--- config.mk ---
export PLATFORM = sky130hd
export DESIGN_NAME = flc_regs
export DESIGN_NICKNAME = d
export VERILOG_FILES = /design/src/rtl/core/flc_pkg.sv /design/src/rtl/core/flc_regs.sv
export SDC_FILE = /design/constraint.sdc
export NUM_CORES = 1
export LEC_CHECK = 0
export ABC_AREA = 1
export BUFFER_PORTS_ARGS = -buffer_cell sky130_fd_sc_hd__buf_4
export CAP_MARGIN = 30
export CORE_MARGIN = 2
export CORE_UTILIZATION = 59
export CTS_CLUSTER_SIZE = 20
export DETAILED_ROUTE_END_ITERATION = 10
export HOLD_SLACK_MARGIN = 0.03
export MAX_ROUTING_LAYER = met4
export PLACE_DENSITY = 0.8
export SLEW_MARGIN = 20
export SYNTH_ARGS = -nofsm -noshare
export SYNTH_HDL_FRONTEND = slang
export SYNTH_SLANG_ARGS = --single-unit
--- constraint.sdc ---
create_clock -name clk -period 2.5 [get_ports clk]
set_clock_uncertainty 0.15 [all_clocks]
set_input_delay 0.5 -clock clk [delete_from_list [all_inputs] [get_ports clk]]
set_output_delay 0.5 -clock clk [all_outputs]
set_load 0.02 [all_outputs]
--- src/rtl/core/flc_pkg.sv ---
// Shared types and constants for the flash controller with key unlock.
package flc_pkg;

    // configuration port
    localparam int CFG_W     = 17;
    localparam int CFG_IDX_W = 1;
    localparam logic [CFG_IDX_W-1:0] CFG_FLASH_SIZE = 1'd0;
    localparam logic [CFG_IDX_W-1:0] CFG_PAGE_SIZE  = 1'd1;
    localparam logic [CFG_W-1:0] CFG_FLASH_SIZE_RST = 17'h10000;
    localparam logic [CFG_W-1:0] CFG_PAGE_SIZE_RST  = 17'd128;

    // erase block size: a sector is eight pages
    localparam int BLK_W = CFG_W + 3;

    localparam int FLASH_BYTES_DEF = 65536;

    // access codes
    localparam logic [1:0] OP_MEM_RD = 2'd0;
    localparam logic [1:0] OP_MEM_WR = 2'd1;
    localparam logic [1:0] OP_CTL_RD = 2'd2;
    localparam logic [1:0] OP_CTL_WR = 2'd3;

    // control block offsets
    localparam logic [31:0] CTL_ACR  = 32'h00;
    localparam logic [31:0] CTL_KEYR = 32'h08;
    localparam logic [31:0] CTL_SR   = 32'h10;
    localparam logic [31:0] CTL_CR   = 32'h14;
    localparam logic [31:0] CTL_OPTR = 32'h20;
    localparam logic [31:0] CTL_SECR = 32'h24;
    localparam logic [31:0] CTL_WRPR = 32'h2C;

    localparam logic [31:0] KEY_FIRST  = 32'h4567_0123;
    localparam logic [31:0] KEY_SECOND = 32'hCDEF_89AB;

    localparam int SR_EOP_BIT    = 0;
    localparam int SR_WRPERR_BIT = 4;
    localparam int CR_PG_BIT     = 0;
    localparam int CR_PER_BIT    = 1;
    localparam int CR_MER_BIT    = 2;
    localparam int CR_SER_BIT    = 11;
    localparam int CR_LOCK_BIT   = 31;
    localparam logic [31:0] CR_LOCK_VAL = 32'h8000_0000;

    typedef struct packed {
        logic [1:0]  op;
        logic [31:0] offset;
        logic [2:0]  access_size;
        logic [31:0] write_data;
    } flc_cmd_t;

    typedef struct packed {
        logic        ok;
        logic [31:0] read_data;
    } flc_rsp_t;

    typedef struct packed {
        logic lock;
        logic ser;
        logic mer;
        logic per;
        logic pg;
    } flc_ctl_t;

    typedef struct packed {
        logic eop;
        logic wrperr;
    } flc_stat_set_t;

endpackage

--- src/rtl/core/flc_regs.sv ---
// Control register block: status, control, key unlock sequence, misc words.
module flc_regs (
    input  logic                  clk,
    input  logic                  rst_n,
    input  logic                  wr,
    input  logic [31:0]           addr,
    input  logic [31:0]           wdata,
    input  flc_pkg::flc_stat_set_t stat_set,
    output logic [31:0]           rdata,
    output flc_pkg::flc_ctl_t     ctl
);
    import flc_pkg::*;

    logic [31:0] acr_reg, acr_next;
    logic [31:0] cr_reg, cr_next;
    logic [31:0] optr_reg, optr_next;
    logic [31:0] secr_reg, secr_next;
    logic [31:0] wrpr_reg, wrpr_next;
    logic        eop_reg, eop_next;
    logic        wrperr_reg, wrperr_next;
    logic        stage_reg, stage_next;
    logic [31:0] sr_view;
    logic        sr_wr;

    always_comb
    begin
        sr_view                = '0;
        sr_view[SR_EOP_BIT]    = eop_reg;
        sr_view[SR_WRPERR_BIT] = wrperr_reg;
        case (addr)
            CTL_ACR:  rdata = acr_reg;
            CTL_SR:   rdata = sr_view;
            CTL_CR:   rdata = cr_reg;
            CTL_OPTR: rdata = optr_reg;
            CTL_SECR: rdata = secr_reg;
            CTL_WRPR: rdata = wrpr_reg;
            default:  rdata = '0;
        endcase
    end

    always_comb
    begin
        acr_next   = acr_reg;
        cr_next    = cr_reg;
        optr_next  = optr_reg;
        secr_next  = secr_reg;
        wrpr_next  = wrpr_reg;
        stage_next = stage_reg;
        sr_wr      = 1'b0;
        if (wr)
        begin
            case (addr)
                CTL_ACR:  acr_next = wdata;
                CTL_KEYR:
                begin
                    // keys only count while locked; a wrong key restarts
                    if (cr_reg[CR_LOCK_BIT])
                    begin
                        if (!stage_reg && wdata == KEY_FIRST)
                        begin
                            stage_next = 1'b1;
                        end
                        else if (stage_reg && wdata == KEY_SECOND)
                        begin
                            cr_next    = cr_reg & ~CR_LOCK_VAL;
                            stage_next = 1'b0;
                        end
                        else
                        begin
                            stage_next = 1'b0;
                        end
                    end
                end
                CTL_SR:   sr_wr = 1'b1;
                CTL_CR:   cr_next = cr_reg[CR_LOCK_BIT] ? CR_LOCK_VAL : wdata;
                CTL_OPTR: optr_next = wdata;
                CTL_SECR: secr_next = wdata;
                CTL_WRPR: wrpr_next = wdata;
                default:  sr_wr = 1'b0;
            endcase
        end
        eop_next    = (eop_reg & ~(sr_wr & wdata[SR_EOP_BIT])) | stat_set.eop;
        wrperr_next = (wrperr_reg & ~(sr_wr & wdata[SR_WRPERR_BIT])) | stat_set.wrperr;
    end

    always_ff @(posedge clk or negedge rst_n)
    begin
        if (!rst_n)
        begin
            acr_reg    <= '0;
            cr_reg     <= CR_LOCK_VAL;
            optr_reg   <= '0;
            secr_reg   <= '0;
            wrpr_reg   <= '0;
            eop_reg    <= 1'b0;
            wrperr_reg <= 1'b0;
            stage_reg  <= 1'b0;
        end
        else
        begin
            acr_reg    <= acr_next;
            cr_reg     <= cr_next;
            optr_reg   <= optr_next;
            secr_reg   <= secr_next;
            wrpr_reg   <= wrpr_next;
            eop_reg    <= eop_next;
            wrperr_reg <= wrperr_next;
            stage_reg  <= stage_next;
        end
    end

    assign ctl.lock = cr_reg[CR_LOCK_BIT];
    assign ctl.ser  = cr_reg[CR_SER_BIT];
    assign ctl.mer  = cr_reg[CR_MER_BIT];
    assign ctl.per  = cr_reg[CR_PER_BIT];
    assign ctl.pg   = cr_reg[CR_PG_BIT];

endmodule

Word-level counts from Yosys, hierarchy flattened
Cells that the tools add are included.
{ "op_classes": {"n_eq_ne": 8, "muxes": 9, "n_reduce_logical": 12, "bitwise_logic": 9} }
{ "op_table": {"columns": ["op", "count"], "rows": [
  ["$pmux W32 S6", 1],
  ["$mux W32", 4],
  ["$eq A32 B6 Y1 const B", 3],
  ["$eq A32 B5 Y1 const B", 2],
  ["$pmux W32 S2", 1],
  ["$eq A32 B31 Y1 const B", 1],
  ["$eq A32 B32 Y1 const B", 1],
  ["$eq A32 B4 Y1 const B", 1],
  ["$logic_not A32 Y1", 1],
  ["$reduce_and A2 Y1", 5],
  ["$reduce_and A3 Y1", 2],
  ["$and A1 B1 Y1", 4],
  ["$mux W1", 3],
  ["$not A1 Y1", 3],
  ["$logic_and A1 B1 Y1", 2],
  ["$or A1 B1 Y1", 2],
  ["$reduce_bool A2 Y1", 1],
  ["$logic_not A1 Y1", 1]
]} }
{ "word_totals": {"output_inout_bits": 37, "register_bits": 163, "wordCells": 47, "in_bits": 69} }

Logic depth before layout (Yosys ltp)
{ "depth": {"ltp_word": 7, "mapped_depth": 11, "ltp_nobuf": 9} }

Least setup slack after synthesis
OpenSTA, ideal clock, no wires.
{ "synth_timing": {"kind": "input-to-output", "startpoint": "in addr[23]", "endpoint": "out rdata[12]", "arrival_time_ns": 1.616, "path_buffers": 2, "setup_slack_ns": 0.234, "stages": 11, "required_time_ns": 1.850, "cell_sequence": "nor2_1 inv_1 nor2_2 nand2_1 nor2_4 buf_2 buf_4 nand3_1 nand2_1 nor2_1 nand2_1"} }
{ "synth_via": {"elab_chain_cells": 2, "word_cells_on_any_way": 7, "classes_between": "eq/ne (5); mux (1); reduce/logical (1)"} }
{ "synth_rtl": {"columns": ["item", "line", "source"], "rows": [
  ["start, declared", "flc_regs.sv:6", "input logic [31:0] addr,"],
  ["$eq A32 B6 Y1, or another cell as far along", "flc_regs.sv:30", "case (addr)"],
  ["$pmux W32 S6 *", "flc_regs.sv:30", null],
  ["end, declared", "flc_regs.sv:9", "output logic [31:0] rdata,"]
]} }
Mark *: on every way between the ends. The rest lies on a longest branch, timed or not.

Final worst setup path
{ "layout_timing": {"startpoint": "in addr[1]", "endpoint": "out rdata[23]"} }
The elaborated chain is that of the path after synthesis.

==> results.json <==
{
  "dp.cells": 1412,
  "track_usage_pct": 34.01,
  "post_drt_wl_per_cell_um": 19.05,
  "fmax_mhz": 383.2,
  "cts.clk_slew.worst_paths_ns": 0.06,
  "crit_fanout": 15,
  "antenna_cells": 0,
  "ys_warn_count": 0,
  "cts_tree": "yes",
  "power_density_nw_per_um2": 504.5,
  "rsz0062_at_grt": "true",
  "synth_enable_flop_cells": 0,
  "slew_viol_final": 0,
  "place_area_um2": 9682,
  "drive_gt1_share_pct": 24.32,
  "synth_ff_type": "dfrtp_1",
  "synth_compound_area_share_pct": 8.241,
  "cts_buffers": 17,
  "synth_top_area_share_pct": 47.85,
  "synth.avg_cell_area_um2": 7.316,
  "p_sw_mw": 1.311,
  "antenna_left": 0,
  "crit_path_top_delay_cell": "buf_12",
  "power.share.sequential_pct": 46.7,
  "finalInstanceArea_um2": 11190,
  "clock_path_buffers": 2,
  "row_count": 43,
  "status": "complete, but fails checks",
  "cts-root-buf": "clkbuf_16",
  "die_h_um": 123.8,
  "seq_area_frac_synth_pct": 48.16,
  "grt_max_degree": 60,
  "failed_checks": "setup timing",
  "power_frac_clock_pct": 47.2,
  "critPathLaunch": "addr[1]",
  "finalNetCount": 1343,
  "worst-slew-pin-transition_ns": 0.6151,
  "grt-ovfl-total": 0,
  "synth-simple-area-share_pct": 36.49,
  "vias": 8771,
  "layout.cells.non_filler": 1467,
  "synth.area.mux_share_pct": 0,
  "synth_top_family_by_area": "simple AND/OR/NAND/NOR gates",
  "cpPeakStageDelay_ns": 0.18,
  "drt_iter0_drc": 1207,
  "cp.required_ns": 1.85,
  "final-setup-viol-count": 32,
  "area_delta_synth_final_pct": 32.11,
  "start_util_pct": 60.80,
  "die_w_um": 123.8,
  "synth_area_um2": 8472,
  "finalWorstSetupSlack_ns": -0.1098,
  "hold_viol_final": 0,
  "fin_hold_ws_ns": 0.1189,
  "p_int_mw": 4.335,
  "grt_pass1_wl_mm": 38.61,
  "crit_type": "in2out",
  "crit_chain": "buf_6 -> inv_2 -> nand2_4 -> buf_4 -> nor2_1 -> nand2_1 -> nor2_4 -> buf_12 -> nand3_1 -> nand2_1 -> nor2_1 -> nand2_1 -> buf_6",
  "io_pins": 106,
  "synth-seq-cells": 163,
  "yosysUniqueCellTypes": 26,
  "irDropWorstVdd_mv": 0.4363,
  "hold_class": "in2reg",
  "antenna_found_initial": 0,
  "die_area_um2": 15330,
  "place_congestion": 0.8582,
  "yosys-top-cells-area": "dfrtp_1 48%, nand2_1 21%, nand3_1 9.5%, o21ai_1 4.5%, o21ai_0 3.5%",
  "start_kind": "input pin",
  "hpwl_mm": 15.03,
  "htreeDepth": 4,
  "drc": 0,
  "swShare_pct": 23.22,
  "post-route-period-util_pct": 104.4,
  "routed_via_density": 5.979,
  "power_frac_comb_pct": 6.1,
  "synth_fp_nets": 1227,
  "clock_sinks": 163,
  "place.port_buffers": 105,
  "synthAdderAreaFrac_pct": 0,
  "grt_pass1_vias": 7746,
  "p_leak_nw": 6.018,
  "synth_largest_area_cell": "dfrtp_1",
  "cap_violations": 0,
  "fp.coreArea_um2": 13930,
  "cp.arrival_ns": 1.96,
  "rr_startpoint": "cr_reg[31]$_DFFE_PN1P_",
  "firstDrtPassIters": 5,
  "netlist_top_cells_count": "481 x nand2_1, 162 x dfrtp_1, 160 x nand3_1",
  "yosysMostFrequentCell": "nand2_1",
  "relSlewSlack_pct": 58.99,
  "worstHoldStart": "stat_set[0]",
  "final_util_pct": 80.32,
  "synthArstFlopShare_pct": 100.0,
  "period_minus_slack_ns": 2.610,
  "clk_latency_ns": 0.43,
  "finalWirelength_mm": 27.95,
  "crit_path_frequent_cell": "nand2_1",
  "end_kind": "output pin",
  "synth-xor-area-share_pct": 0,
  "synthCells": 1158
}
-- per-layer routing --
| layer | GRT usage (%) | up-vias | share of wire (%) |
|---|---|---|---|
| li1 | - | 3952 | - |
| met3 | 8.333 | 95 | 10 |
| met5 | - | - | 0 |
| met4 | 10.87 | 0 | 3.4 |
| met2 | 54.33 | 553 | 49 |
| met1 | 42.99 | 4171 | 38 |
-- timing repair --
| action | CTS | global route |
|---|---|---|
| endpoints found under the setup margin | 1 | 32 |
| resized for setup | 1 | 152 |
| gates cloned | 0 | 14 |
| hold endpoints to repair | 54 | 0 |
| buffers inserted | 0 | 8 |
| hold buffers | 1 | 0 |
| pin swaps | 0 | 45 |
-- critical path: cells and delay by family --
family                 cells  cell delay [ns]
buffers and inverters      5             0.61
AND/OR/NAND/NOR            8             0.83
-- layout make-up --
cell class	instances	area [um2]
clock buffer	24	491.7
clock inverter	8	100.1
fill	895	2743
inverter	39	153.9
multi-input combinational	876	4135
sequential	163	4080
tap	180	225.2
timing repair buffer	177	2006
-- path summary, 6_finish.rpt --
check                                     endpoint  slack [ns]  cells after the start
setup reg to reg            cr_reg[23]$_DFFE_PN0P_        1.08                      4
hold / removal                wrperr_reg$_DFF_PN0_        0.12                      3
setup / recovery                         rdata[23]       -0.11                     13
max in group asynchronous  optr_reg[6]$_DFFE_PN0P_        1.02                      3
min in group asynchronous     wrperr_reg$_DFF_PN0_        0.48                      2
hold reg to reg            acr_reg[21]$_DFFE_PN0P_        0.32                      2
-- through the flow --
step | setup TNS (ns) | power (mW) | setup slack, ns
floorplan | 0 | 2.758 | 0.2336
global placement | 0 | 2.975 | 0.02955
detailed placement | 0 | 2.978 | 0.02011
CTS | 0 | 5.575 | 0.008044
global route | -3.672 | 5.792 | -0.1883
finish | -1.339 | 5.646 | -0.1098
-- placed cells by master (no fill, tap or decap), drive strengths merged --
| cell type | n |
|---|---|
| buf | 166 |
| nor2 | 78 |
| clkinvlp | 1 |
| nand2 | 486 |
| nand3 | 161 |
| dfstp | 1 |
| dlygate4sd3 | 1 |
| clkinv | 5 |
| clkbuf | 34 |
| dfrtp | 162 |
| nand4 | 7 |
| nand3b | 2 |
| o211ai | 1 |
| nor3 | 3 |
| bufinv | 2 |
| inv | 39 |
| a21oi | 1 |
| o21ai | 137 |
-- power by group through the flow --
stage          registers [mW]  clock network (mW)  logic, mW
3_5_place_dp             2.69                   0      0.292
5_1_grt                  2.64                2.79      0.370
6_report                 2.64                2.66      0.344
3_3_place_gp             2.69                   0      0.289
2_1_floorplan            2.69                   0     0.0703
4_1_cts                  2.64                2.64      0.294
-- kinds of logic after synthesis --
group,count (synthesis)
buffers and inverters,119
AND/OR/NAND/NOR,737
flip-flops,163
AO/OA/AOI/OAI,139
No activity file was read; power rests on OpenSTA's default activity.
