--- src/rtl/core/flc_rem.sv ---
// Restoring remainder unit, one dividend bit per cycle.
module flc_rem #(
    parameter int DW = 16,
    parameter int VW = 20
) (
    input  logic          clk,
    input  logic          rst_n,
    input  logic          start,
    input  logic [DW-1:0] dividend,
    input  logic [VW-1:0] divisor,
    output logic          done,
    output logic [VW-1:0] rem
);
    localparam int CW = $clog2(DW + 1);

    logic          run_reg, run_next;
    logic          done_reg, done_next;
    logic [CW-1:0] cnt_reg, cnt_next;
    logic [DW-1:0] dvd_reg, dvd_next;
    logic [VW-1:0] dvs_reg, dvs_next;
    logic [VW-1:0] rem_reg, rem_next;
    logic [VW:0]   trial;

    always_comb
    begin
        trial     = {rem_reg, dvd_reg[DW-1]};
        run_next  = run_reg;
        done_next = 1'b0;
        cnt_next  = cnt_reg;
        dvd_next  = dvd_reg;
        dvs_next  = dvs_reg;
        rem_next  = rem_reg;
        if (start)
        begin
            run_next = 1'b1;
            cnt_next = '0;
            dvd_next = dividend;
            dvs_next = divisor;
            rem_next = '0;
        end
        else if (run_reg)
        begin
            if (trial >= {1'b0, dvs_reg})
            begin
                rem_next = VW'(trial - {1'b0, dvs_reg});
            end
            else
            begin
                rem_next = trial[VW-1:0];
            end
            dvd_next = {dvd_reg[DW-2:0], 1'b0};
            cnt_next = cnt_reg + CW'(1);
            if (cnt_reg == CW'(DW - 1))
            begin
                run_next  = 1'b0;
                done_next = 1'b1;
            end
        end
    end

    always_ff @(posedge clk or negedge rst_n)
    begin
        if (!rst_n)
        begin
            run_reg  <= 1'b0;
            done_reg <= 1'b0;
            cnt_reg  <= '0;
        end
        else
        begin
            run_reg  <= run_next;
            done_reg <= done_next;
            cnt_reg  <= cnt_next;
        end
    end

    always_ff @(posedge clk)
    begin
        dvd_reg <= dvd_next;
        dvs_reg <= dvs_next;
        rem_reg <= rem_next;
    end

    assign done = done_reg;
    assign rem  = rem_reg;

endmodule

--- config.mk ---
export PLATFORM = sky130hd
export DESIGN_NAME = flc_rem
export DESIGN_NICKNAME = d
export VERILOG_FILES = /design/src/rtl/core/flc_rem.sv
export SDC_FILE = /design/constraint.sdc
export NUM_CORES = 1
export LEC_CHECK = 0
export BUFFER_PORTS_ARGS = -buffer_cell sky130_fd_sc_hd__buf_2
export CAP_MARGIN = 20
export CORE_ASPECT_RATIO = 0.6
export CORE_MARGIN = 2
export CORE_UTILIZATION = 55
export DETAILED_ROUTE_END_ITERATION = 10
export PLACE_DENSITY = 0.87
export RECOVER_POWER = 25
export SLEW_MARGIN = 0
export SYNTH_ARGS = -nofsm -noshare
export SYNTH_HDL_FRONTEND = slang
export SYNTH_SLANG_ARGS = --single-unit
--- constraint.sdc ---
create_clock -name clk -period 4 [get_ports clk]
set_clock_uncertainty 0.15 [all_clocks]
set_input_delay 0.2 -clock clk [delete_from_list [all_inputs] [get_ports clk]]
set_output_delay 0.2 -clock clk [all_outputs]
set_load 0.03 [all_outputs]
=== Yosys cells after proc, flatten, opt, wreduce, memory -nomap -nowiden ===
Cells that the tools add are included.

* $add $sub $neg: 2
* $lt $le $gt $ge: 1
* Equal/unequal tests: 1
* Muxes and demuxes: 11
* Reduce and logical (&&, ||, !) cells: 1

{| class="wikitable"
|+ Operators with widths
! operator !! number
|-
| 2-to-1 mux 16 bit || 2
|-
| greater-or-equal comparator 21 x 20 -> 1 bit || 1
|-
| 2-to-1 mux 20 bit || 1
|-
| subtractor 20 bit || 1
|-
| 2-to-1 mux 5 bit || 2
|-
| 2-to-1 mux 1 bit || 6
|-
| adder 5 x 1 -> 5 bit, second input constant || 1
|-
| == test 5 x 4 -> 1 bit, second input constant || 1
|-
| nonzero test 2 bit || 1
|}

* Register bits after elaboration: 63
* Input bits: 39
* Output and inout port bits: 21
* Word-level logic and storage cells: 22

=== Longest topological paths before layout ===
Gate-level depths: netlist (run 1).

* Word-level depth: 4
* Depth in mapped cells: 12
* Depth with buffers taken out: 12

=== Worst setup path after synthesis (run 1) ===
OpenSTA, ideal clock, no wires.

* Path type: register -> register
* From: register dvd_reg[15]
* To: register rem_reg[16], in the netlist rem[16]
* Setup time: 86 ps
* Data arrival time: 2,762 ps
* Required time: 3,764 ps
* Slack: 1,003 ps
* Cell stages (with the launch flop): 13
* Path buffers: 0
* Period minus slack after synthesis: 2,997 ps
* Path through: edfxtp_1 -> inv_1 -> ha_1 -> inv_1 -> fa_1 -> a211oi_1 -> o21ai_1 -> a2111oi_1 -> o31ai_1 -> o41ai_1 -> xnor2_1 -> mux2i_1 -> a211oi_1

* Word-level cells in the longest chain between the ends: 2
* Elaborated cells between the ends (all ways): 3
* Those cells by class: add/sub: 1; order compare: 1; mux: 1

{| class="wikitable"
|+ Ends and longest elaborated chain
! element !! RTL line !! RTL
|-
| start: declaration || 19 || <nowiki>logic [DW-1:0] dvd_reg, dvd_next;</nowiki>
|-
| start signal: assignment || 79 || <nowiki>dvd_reg <= dvd_next;</nowiki>
|-
| subtractor 20 bit / greater-or-equal comparator 21 x 20 -> 1 bit (equally long branches) || 45, 43 ||
|-
| 2-to-1 mux 20 bit (*) || 43 || <nowiki>if (trial >= {1'b0, dvs_reg})</nowiki>
|-
| end signal: assignment || 81 || <nowiki>rem_reg <= rem_next;</nowiki>
|-
| end: declaration || 21 || <nowiki>logic [VW-1:0] rem_reg, rem_next;</nowiki>
|}

Mark *: on every way between the ends. The rest lies on a longest branch, timed or not.
A chain may end at the register's enable or synchronous reset.

=== Worst setup path in the final report (run 1) ===
Same ends and word-level chain as after synthesis.

==> results of run 1 <==
cell usage after synthesis, types with 4 or more instances:
| cell type | instances | area, um^2 |
|---|---|---|
| edfxtp_1 | 36 | 1080 |
| nor2_1 | 36 | 135 |
| inv_1 | 28 | 105 |
| ha_1 | 22 | 275 |
| a211oi_1 | 20 | 150 |
| dfxtp_1 | 20 | 400 |
| mux2i_1 | 17 | 170 |
| mux2_2 | 15 | 169 |
| a21oi_1 | 10 | 50.1 |
| clkbuf_1 | 10 | 37.5 |
| nand2_1 | 10 | 37.5 |
| xnor2_1 | 9 | 78.8 |
| xor2_1 | 8 | 70.1 |
| dfrtp_1 | 7 | 175 |
| a21o_1 | 6 | 45.0 |
| nand3_1 | 6 | 30.0 |
| o21ai_0 | 6 | 30.0 |
| nand2b_1 | 5 | 31.3 |
| nand4_1 | 4 | 25.0 |
layer usage:
layer  global-route usage (%)  vias up  wire (um)
met5                        0        -         12
met4                     8.33        2        142
met3                     7.29       16        645
met2                     37.6      101       3600
met1                     31.6     1289       3570
li1                         -     1390          -
power groups by stage:
stage	logic (mW)	registers (mW)	clock network [mW]
2_1_floorplan	0.171	0.779	0
3_3_place_gp	0.247	0.766	0
3_5_place_dp	0.256	0.768	0
5_1_grt	0.317	0.760	0.658
4_1_cts	0.279	0.754	0.619
6_report	0.288	0.755	0.612
worst register-to-register path, stage by stage (launching register included):
cell and delay, ns:
edfxtp_1 0.36, inv_1 0.08, ha_1 0.17, inv_1 0.05
fa_1 0.42, a211oi_1 0.35, o21ai_1 0.17, a2111oi_1 0.48
o31ai_1 0.22, o41ai_1 0.35, xnor2_1 0.16, mux2i_1 0.09
a211oi_1 0.24
layout make-up:
type	count	area, um^2
Multi-Input combinational cell	225	1710
Fill cell	422	1710
Sequential cell	63	1660
Timing Repair Buffer	96	654
Clock buffer	9	124
Inverter	28	105
Tap cell	84	105
Clock inverter	7	97.6
how the worst min path moves through the flow:
stage / slack, ns / cells past startpoint / endpoint / startpoint
floorplan: -0.25 / 0 / cnt_reg[0]$_DFFE_PN0P_ / rst_n
finish: 0.02 / 2 / dvd_reg[12]$_DFFE_PP_ / dividend[12]
detailed placement: -0.11 / 1 / done$_DFF_PN0_ / rst_n
global placement: -0.11 / 1 / done$_DFF_PN0_ / rst_n
global route: 0.02 / 2 / dvd_reg[12]$_DFFE_PP_ / dividend[12]
CTS: 0.0002 / 2 / dvd_reg[5]$_DFFE_PP_ / dividend[5]
logic make-up (layout without fill, tap and decap cells):
| kind of cell | Yosys count | after routing | synth area share, % |
|---|---|---|---|
| and+or+nand+nor | 77 | 77 | 10.2 |
| AOI/OAI and AO/OA | 75 | 75 | 15.8 |
| DFF | 63 | 63 | 46.9 |
| buffers and inverters | 40 | 140 | 4.57 |
| muxes | 33 | 33 | 9.93 |
| adders and majority gates | 23 | 23 | 8.37 |
| xor gates and xnor gates | 17 | 17 | 4.22 |
per-stage QoR:
step	hold WS (ns)	total power [mW]	cells
after detailed placement	-0.109	1.02	462
after global placement	-0.111	1.01	462
final	0.0229	1.65	512
after global routing	0.0157	1.73	512
after floorplan	-0.246	0.951	328
after CTS	0.000237	1.65	504
repair_timing:
item / in CTS / in global routing
hold buffers: 26 / 8
resized for setup: 0 / 0
hold endpoints to repair: 32 / 8
==> flow_metrics.py, run 1 <==
metrics = {
    "status": {
        "status": "complete, but fails checks",
        "violations": "max-capacitance violations, max-slew violations",
    },
    "yosys": {
        "syn_area_per_cell_um2": 10.8,
        "yosysSeqAreaShare_pct": 46.9,
        "synth_edf_count": 36,
        "synth_cells": 328,
        "synth_cell_type_count": 54,
        "syn-cell-area_um2": 3530,
        "ys.flop_type": "edfxtp_1",
        "ys_seq_elements": 63,
        "synth_nets": 390,
        "synth_warnings": 0,
        "ys_async_sr_fraction_pct": 11.1,
    },
    "power_and_ir_drop": {
        "p_clk_share_pct": 37.0,
        "seqPwrFrac_pct": 45.6,
        "netSwitchingPower_uw": 435,
        "p_comb_share_pct": 17.4,
        "p_int_mw": 1.22,
        "power.density_nw_per_um2": 371,
        "vdd_drop_max_uv": 304,
        "switching_share_pct": 26.3,
        "p_leak_nw": 1.96,
    },
    "grt": {
        "grt_usage_pct": 23.9,
        "grt_pass1_vias": 2712,
        "grt_first_pass_wirelength_um": 12700,
        "antenna_found_initial": 1,
        "grt_overflow_total": 0,
        "grt_max_degree": 45,
    },
    "final_layout": {
        "final_cell_mix": "buf_2 (56), nor2_1 (36), edfxtp_1 (36)",
        "final_common_cell": "buf_2",
        "area_growth_pct": 26.2,
        "final_cell_area_um2": 4450,
        "nets": 485,
        "diodes": 0,
        "layout-drive-gt1-share_pct": 22.7,
        "final_util_pct": 72.2,
    },
    "setup_path": {
        "reg2regPathDepth": 12,
        "crit_slowest_cell": "a2111oi_1",
        "critPathLaunch": "dvd_reg[15]$_DFFE_PP_",
        "criticalPathCategory": "reg2reg",
        "crit_buf_inv": 2,
        "endpoint_kind": "flop",
        "critPathMaxFanout": 3,
        "crit_end": "rem[16]$_SDFFE_PP0P_",
        "cp.arrival_ns": 3.48,
        "critPathMaxStageDelay_ns": 0.48,
        "r2r_end": "rem[16]$_SDFFE_PP0P_",
        "ff2ff_setup_slack_ns": 0.63,
        "required_ns": 4.12,
        "worst-path-stages": 12,
        "critPathTopFamily": "compound AO/OA/AOI/OAI gates",
        "rr_startpoint": "dvd_reg[15]$_DFFE_PP_",
        "crit_chain": "inv_1, ha_1, inv_1, fa_1, a211oi_1, o21ai_1, a2111oi_1, o31ai_1, o41ai_1, xnor2_1, mux2i_1, a211oi_1",
        "critPathLaunchType": "flop",
    },
    "timing": {
        "grt_setup_unrepaired": "false",
        "finalSetupTns_ns": 0,
        "finalSetupViolCount": 0,
        "final_hold_viol_count": 0,
        "fmax_mhz": 297,
        "fin_crit_ns": 3.37,
        "period_share_pct": 84.1,
        "final-max-slew-violation-count": 45,
        "worstMarginPinSlew_ns": 2.22,
        "max_slew_margin_pct": -47.7,
        "finalWorstSetupSlack_ns": 0.635,
    },
    "die": {
        "coreArea_um2": 6170,
        "num_rows": 22,
        "io_pins": 60,
        "die_h_um": 66.1,
        "initial_core_util_pct": 57.2,
        "die_w_um": 107,
        "dieArea_um2": 7100,
    },
    "detailed_routing": {
        "viasPerCell": 5.46,
        "drc": 0,
        "vias": 2798,
        "antenna_left": 0,
        "drt_iter0_markers": 132,
        "routedWlPerCell_um": 15.6,
        "drt_first_pass_iters": 4,
        "totalWireLength_um": 7970,
    },
    "clock_tree": {
        "numCtsBuffers": 9,
        "post_cts_buffers": 0,
        "cts_tree": "built",
        "clk_pin_slew_ns": 0.07,
        "cts-htree-levels": 3,
        "clock_latency_ns": 0.35,
        "clock-root-buffer": "clkbuf_8",
        "cts_buffer_depth": 2,
        "clock-sinks": 63,
    },
    "placed_design": {
        "place_area_um2": 3900,
        "gp_congestion": 0.880,
        "portBuffers": 59,
        "place_ws_ns": 0.690,
        "dp_hpwl_um": 5320,
    },
    "worst_hold_path": {
        "min_path_type": "in2reg",
    },
    "job": {
        "drv_cap": 1,
    },
}
Power figures use the tool's default switching activity.
==> inputs of run 2 (changes only) <==
- CORE_UTILIZATION: 55 -> 51
- PLACE_DENSITY: 0.87 -> 0.85
- clock period: 4 -> 2.79 ns (I/O delays scaled with it)
==> run 2 against run 1 <==
The flow finishes with violations (negative setup slack). Routed wire length increased by 19%. Utilization rose by 3.3 points. Cell count rose by 6.1%. Hold slack improved by 0.066 ns. Clock-buffer cell count unchanged. Largest power group is now the clock network. Sequential cell count unchanged. Clock power increased by 83%.
==> flow_metrics.py, run 2 (synthesis results as in run 1) <==
metrics = {
    "clock_tree": {
        "cts_tree": "built",
        "clock-sinks": 63,
        "clk_pin_slew_ns": 0.06,
        "clock-root-buffer": "clkbuf_16",
        "cts-htree-levels": 3,
        "clock_latency_ns": 0.34,
        "cts_buffer_depth": 2,
        "numCtsBuffers": 9,
    },
    "timing": {
        "fin_crit_ns": 2.94,
        "grt_setup_unrepaired": "true",
        "worstMarginPinSlew_ns": 0.499,
        "final_hold_viol_count": 0,
        "finalSetupViolCount": 15,
        "fmax_mhz": 340,
        "timing.hold.ws_ns": 0.0885,
        "finalWorstSetupSlack_ns": -0.147,
        "final-max-slew-violation-count": 0,
        "max_slew_margin_pct": 66.7,
        "period_share_pct": 105,
    },
    "grt": {
        "grt_max_degree": 46,
        "grt_overflow_total": 0,
        "grt_usage_pct": 23.6,
        "grt_first_pass_wirelength_um": 13800,
        "grt_pass1_vias": 2858,
        "antenna_found_initial": 0,
    },
    "worst_hold_path": {
        "min_path_type": "in2async",
    },
    "status": {
        "status": "complete, but fails checks",
        "violations": "negative setup slack",
    },
    "die": {
        "num_rows": 23,
        "die_h_um": 68.4,
        "initial_core_util_pct": 52.9,
        "die_w_um": 111,
        "dieArea_um2": 7620,
        "coreArea_um2": 6680,
        "io_pins": 60,
    },
    "detailed_routing": {
        "vias": 3089,
        "viasPerCell": 5.69,
        "routedWlPerCell_um": 17.5,
        "antenna_left": 0,
        "totalWireLength_um": 9500,
        "drc": 0,
        "drt_iter0_markers": 276,
        "drt_first_pass_iters": 6,
    },
    "final_layout": {
        "final_cell_mix": "buf_2 (58), dlygate4sd3_1 (37), edfxtp_1 (36)",
        "final_common_cell": "buf_2",
        "final_cell_area_um2": 5050,
        "layout-drive-gt1-share_pct": 36.4,
        "multi_input_area_um2": 1980,
        "fill_cells": 415,
        "nets": 513,
        "ff_latch_area_um2": 1660,
        "area_growth_pct": 43.0,
        "diodes": 0,
    },
    "setup_path": {
        "critPathMaxFanout": 2,
        "criticalPathCategory": "reg2reg",
        "crit_chain": "inv_2, ha_4, inv_2, fa_2, a211oi_4, o21ai_2, a2111oi_4, o31ai_2, buf_4, o221ai_4, xnor2_2, mux2i_1, a211oi_1",
        "endpoint_kind": "flop",
        "critPathLaunchType": "flop",
        "crit_slowest_cell": "a2111oi_4",
        "cp.arrival_ns": 3.04,
        "crit_buf_inv": 3,
        "critPathMaxStageDelay_ns": 0.42,
        "critPathTopFamily": "compound AO/OA/AOI/OAI gates",
        "required_ns": 2.89,
        "cp_common_cell": "inv_2",
    },
    "power_and_ir_drop": {
        "p_leak_nw": 2.20,
        "power.density_nw_per_um2": 544,
        "vdd_drop_max_uv": 335,
        "totalPowerFinal_mw": 2.74,
    },
    "placed_design": {
        "place_area_um2": 4060,
        "portBuffers": 59,
        "dp_hpwl_um": 5660,
        "gp_congestion": 0.881,
    },
    "job": {
        "drv_cap": 0,
    },
}
## run 2: changes by cell type in the layout (fill, tap and decap cells not counted), sizes merged
cell         before  now
bufinv            2    1
buf              59   86
clkinvlp          2    1
clkinv            3    5
clkbuf           12   10
dlygate4sd3      34   37
## run 2: cell type report
class / count / share of cell area [%]
inverters: 28 / 2.08
multi-input cells: 225 / 39.3
flip-flops and latches: 63 / 32.9
repair buffers: 124 / 17.7
clock buffers: 9 / 4.46
well taps: 87 / 2.16
clock inverters: 7 / 1.46
## run 2: worst paths after layout
| path | start | end | slack [ns] | depth (start not counted) |
|---|---|---|---|---|
| setup / recovery | dvd_reg[15]$_DFFE_PP_ | rem[18]$_SDFFE_PP0P_ | -0.15 | 13 |
| hold / removal | rst_n | cnt_reg[3]$_DFFE_PN0P_ | 0.09 | 2 |
| setup reg to reg | dvd_reg[15]$_DFFE_PP_ | rem[18]$_SDFFE_PP0P_ | -0.15 | 13 |
| hold reg to reg | rem[7]$_SDFFE_PP0P_ | rem[7]$_SDFFE_PP0P_ | 0.36 | 2 |
| max in group asynchronous | rst_n | done$_DFF_PN0_ | 2.12 | 2 |
| min in group clk | start | cnt_reg[3]$_DFFE_PN0P_ | 0.10 | 2 |
## run 2: per-stage QoR
stage               setup WS (ns)  setup TNS, ns  utilization [%]  std cells
floorplan                 -0.0991        -0.0991                -        328
global placement           -0.156         -0.297             60.8        481
detailed placement         -0.280          -1.41             60.8        481
CTS                       -0.0685         -0.310             72.6        538
global route               -0.244          -2.00             75.6        543
finish                     -0.147         -0.647             75.6        543
## run 2: per-layer routing
metal | up-vias | GRT usage, % | wire (um)
met5 | - | 0 | 0
met4 | 0 | 8.80 | 179
met3 | 19 | 5.31 | 589
met2 | 124 | 41.2 | 4580
met1 | 1485 | 29.6 | 4150
li1 | 1461 | - | -
## run 2: what timing repair did
action,4_1_cts,5_1_grt
setup endpoints to repair,18,20
endpoints found under the hold margin,43,0
setup buffers,4,6
hold buffers,37,0
pin swaps,14,26
resized for setup,18,26
## run 2: power breakdown
part,internal [mW],total (mW),switching (mW),leakage [nW]
Sequential,1.05,1.09,0.0346,0.621
Clock,0.692,1.12,0.427,0.145
Combinational,0.265,0.538,0.272,1.44
==> inputs of run 3 (changes only) <==
- CORE_UTILIZATION: 51 -> 55
- CTS_BUF_LIST: not set -> sky130_fd_sc_hd__clkbuf_4
- PLACE_DENSITY: 0.85 -> 0.87
- clock period: 2.79 -> 3.2 ns (I/O delays scaled with it)
==> run 3 against run 2 <==
The run ends with max-capacitance violations, max-slew violations left. Clock-buffer cell count is the same. Clock power shrank 56%. Cell count is 4.1% lower. Sequential power down 13%. Total power fell by 33%. Via count down 5.1%. Largest cell class unchanged. Maximum frequency down 3.5%. Routed wire length decreased by 10%. Combinational power down 28%.
==> flow_metrics.py, run 3 (synthesis results as in run 1) <==
metrics = {
    "setup_path": {
        "critPathMaxFanout": 3,
        "required_ns": 3.40,
        "endpoint_kind": "flop",
        "cp.arrival_ns": 3.24,
        "criticalPathCategory": "reg2reg",
        "critPathLaunchType": "flop",
    },
    "detailed_routing": {
        "totalWireLength_um": 8540,
        "routedWlPerCell_um": 16.4,
        "drc": 0,
        "drt_iter0_markers": 192,
        "drt_first_pass_iters": 5,
        "vias": 2930,
        "viasPerCell": 5.62,
        "antenna_left": 0,
    },
    "clock_tree": {
        "clk_pin_slew_ns": 0.12,
        "cts_tree": "built",
        "numCtsBuffers": 9,
        "post_cts_buffers": 0,
        "clock_latency_ns": 0.44,
        "clock-sinks": 63,
        "cts-htree-levels": 3,
        "cts_buffer_depth": 2,
        "clock-root-buffer": "clkbuf_4",
    },
    "worst_hold_path": {
        "min_path_type": "in2reg",
    },
    "timing": {
        "final_hold_viol_count": 0,
        "fmax_mhz": 329,
        "finalWorstSetupSlack_ns": 0.156,
        "timing.hold.ws_ns": 0.282,
        "worstMarginPinSlew_ns": 1.51,
        "final-max-slew-violation-count": 29,
        "fin_crit_ns": 3.04,
        "period_share_pct": 95.1,
        "finalSetupViolCount": 0,
        "max_slew_margin_pct": -0.438,
    },
    "final_layout": {
        "fill_cells": 432,
        "final_cell_area_um2": 4490,
        "layout-drive-gt1-share_pct": 25.2,
        "diodes": 0,
        "multi_input_area_um2": 1770,
        "final_cell_mix": "buf_2 (57), dlygate4sd3_1 (38), nor2_1 (36), edfxtp_1 (36), inv_1 (28)",
        "ff_latch_area_um2": 1660,
        "area_growth_pct": 27.2,
        "nets": 494,
        "final_util_pct": 72.8,
        "final_common_cell": "buf_2",
    },
    "grt": {
        "grt_usage_pct": 25.6,
        "antenna_found_initial": 0,
        "grt_overflow_total": 0,
        "grt_max_degree": 30,
        "grt_pass1_vias": 2848,
        "grt_first_pass_wirelength_um": 13600,
    },
    "status": {
        "status": "complete, but fails checks",
        "violations": "max-capacitance violations, max-slew violations",
    },
    "die": {
        "dieArea_um2": 7100,
        "die_h_um": 66.1,
        "num_rows": 22,
        "die_w_um": 107,
        "coreArea_um2": 6170,
        "io_pins": 60,
        "initial_core_util_pct": 57.2,
    },
    "power_and_ir_drop": {
        "totalPowerFinal_mw": 1.83,
        "seqPwrFrac_pct": 51.6,
        "p_comb_share_pct": 21.2,
        "p_clk_share_pct": 27.2,
        "power.density_nw_per_um2": 407,
        "vdd_drop_max_uv": 256,
        "p_leak_nw": 1.98,
        "p_int_mw": 1.27,
        "netSwitchingPower_uw": 563,
        "switching_share_pct": 30.8,
    },
    "placed_design": {
        "place_area_um2": 3930,
        "dp_hpwl_um": 5600,
        "gp_congestion": 0.866,
        "portBuffers": 59,
        "place_ws_ns": -0.104,
    },
    "job": {
        "drv_cap": 1,
    },
}
-- run 3: changes by cell type in the layout (fill, tap and decap cells not counted), moves of 6 or more --
| cell | before | now |
|---|---|---|
| buf_4 | 26 | 8 |
| ha_4 | 6 | 0 |
| clkbuf_16 | 9 | 0 |
| ha_1 | 15 | 21 |
| clkbuf_4 | 0 | 9 |
-- run 3: what timing repair did --
item / CTS / global route
gates resized for setup: 4 / 5
endpoints found under the setup margin: 2 / 3
hold buffers: 38 / 0
pin swaps: 1 / 6
hold endpoints to repair: 43 / 0
-- run 3: stage by stage --
stage | cells | setup TNS [ns]
CTS | 521 | 0
detailed placement | 467 | -0.176
global placement | 467 | 0
global route | 521 | -0.0347
finish | 521 | 0
floorplan | 328 | 0
-- run 3: cell type report --
class / count / share of cell area, %
Clock inverter: 7 / 1.25
Tap cell: 84 / 2.34
Clock buffer: 9 / 1.50
Multi-Input combinational cell: 225 / 39.3
Inverter: 28 / 2.34
Timing Repair Buffer: 105 / 16.3
Sequential cell: 63 / 36.9
-- run 3: critical path, cell delays in order (launching register included) --
cell       delay, ns
edfxtp_1        0.38
inv_1           0.09
ha_2            0.20
inv_1           0.07
fa_1            0.40
a211oi_2        0.26
o21ai_2         0.12
a2111oi_4       0.47
o31ai_4         0.11
o221ai_1        0.24
xnor2_1         0.17
mux2i_1         0.10
a211oi_1        0.22
-- run 3: worst paths after layout --
path                                        from                     end  slack (ns)  cells past startpoint
setup / recovery           dvd_reg[15]$_DFFE_PP_    rem[18]$_SDFFE_PP0P_        0.16                     12
hold / removal                       divisor[18]   dvs_reg[18]$_DFFE_PP_        0.28                      2
setup reg to reg           dvd_reg[15]$_DFFE_PP_    rem[18]$_SDFFE_PP0P_        0.16                     12
hold reg to reg              rem[4]$_SDFFE_PP0P_     rem[4]$_SDFFE_PP0P_        0.38                      2
max in group asynchronous                  rst_n       run_reg$_DFF_PN0_        2.16                      3
min in group asynchronous                  rst_n  cnt_reg[4]$_DFFE_PN0P_        0.50                      3
-- run 3: per-layer routing --
metal	share of wire, %	track usage, %
met4	2.3	8.01
met1	44	32.7
met3	7.9	8.47
met2	46	41.8
met5	0	0
-- run 3: power by group through the flow --
stage | clock network [mW] | logic [mW] | registers [mW]
after floorplan | 0 | 0.214 | 0.974
after global routing | 0.547 | 0.421 | 0.949
after detailed placement | 0 | 0.330 | 0.960
after global placement | 0 | 0.316 | 0.957
after CTS | 0.505 | 0.375 | 0.942
final | 0.497 | 0.388 | 0.943
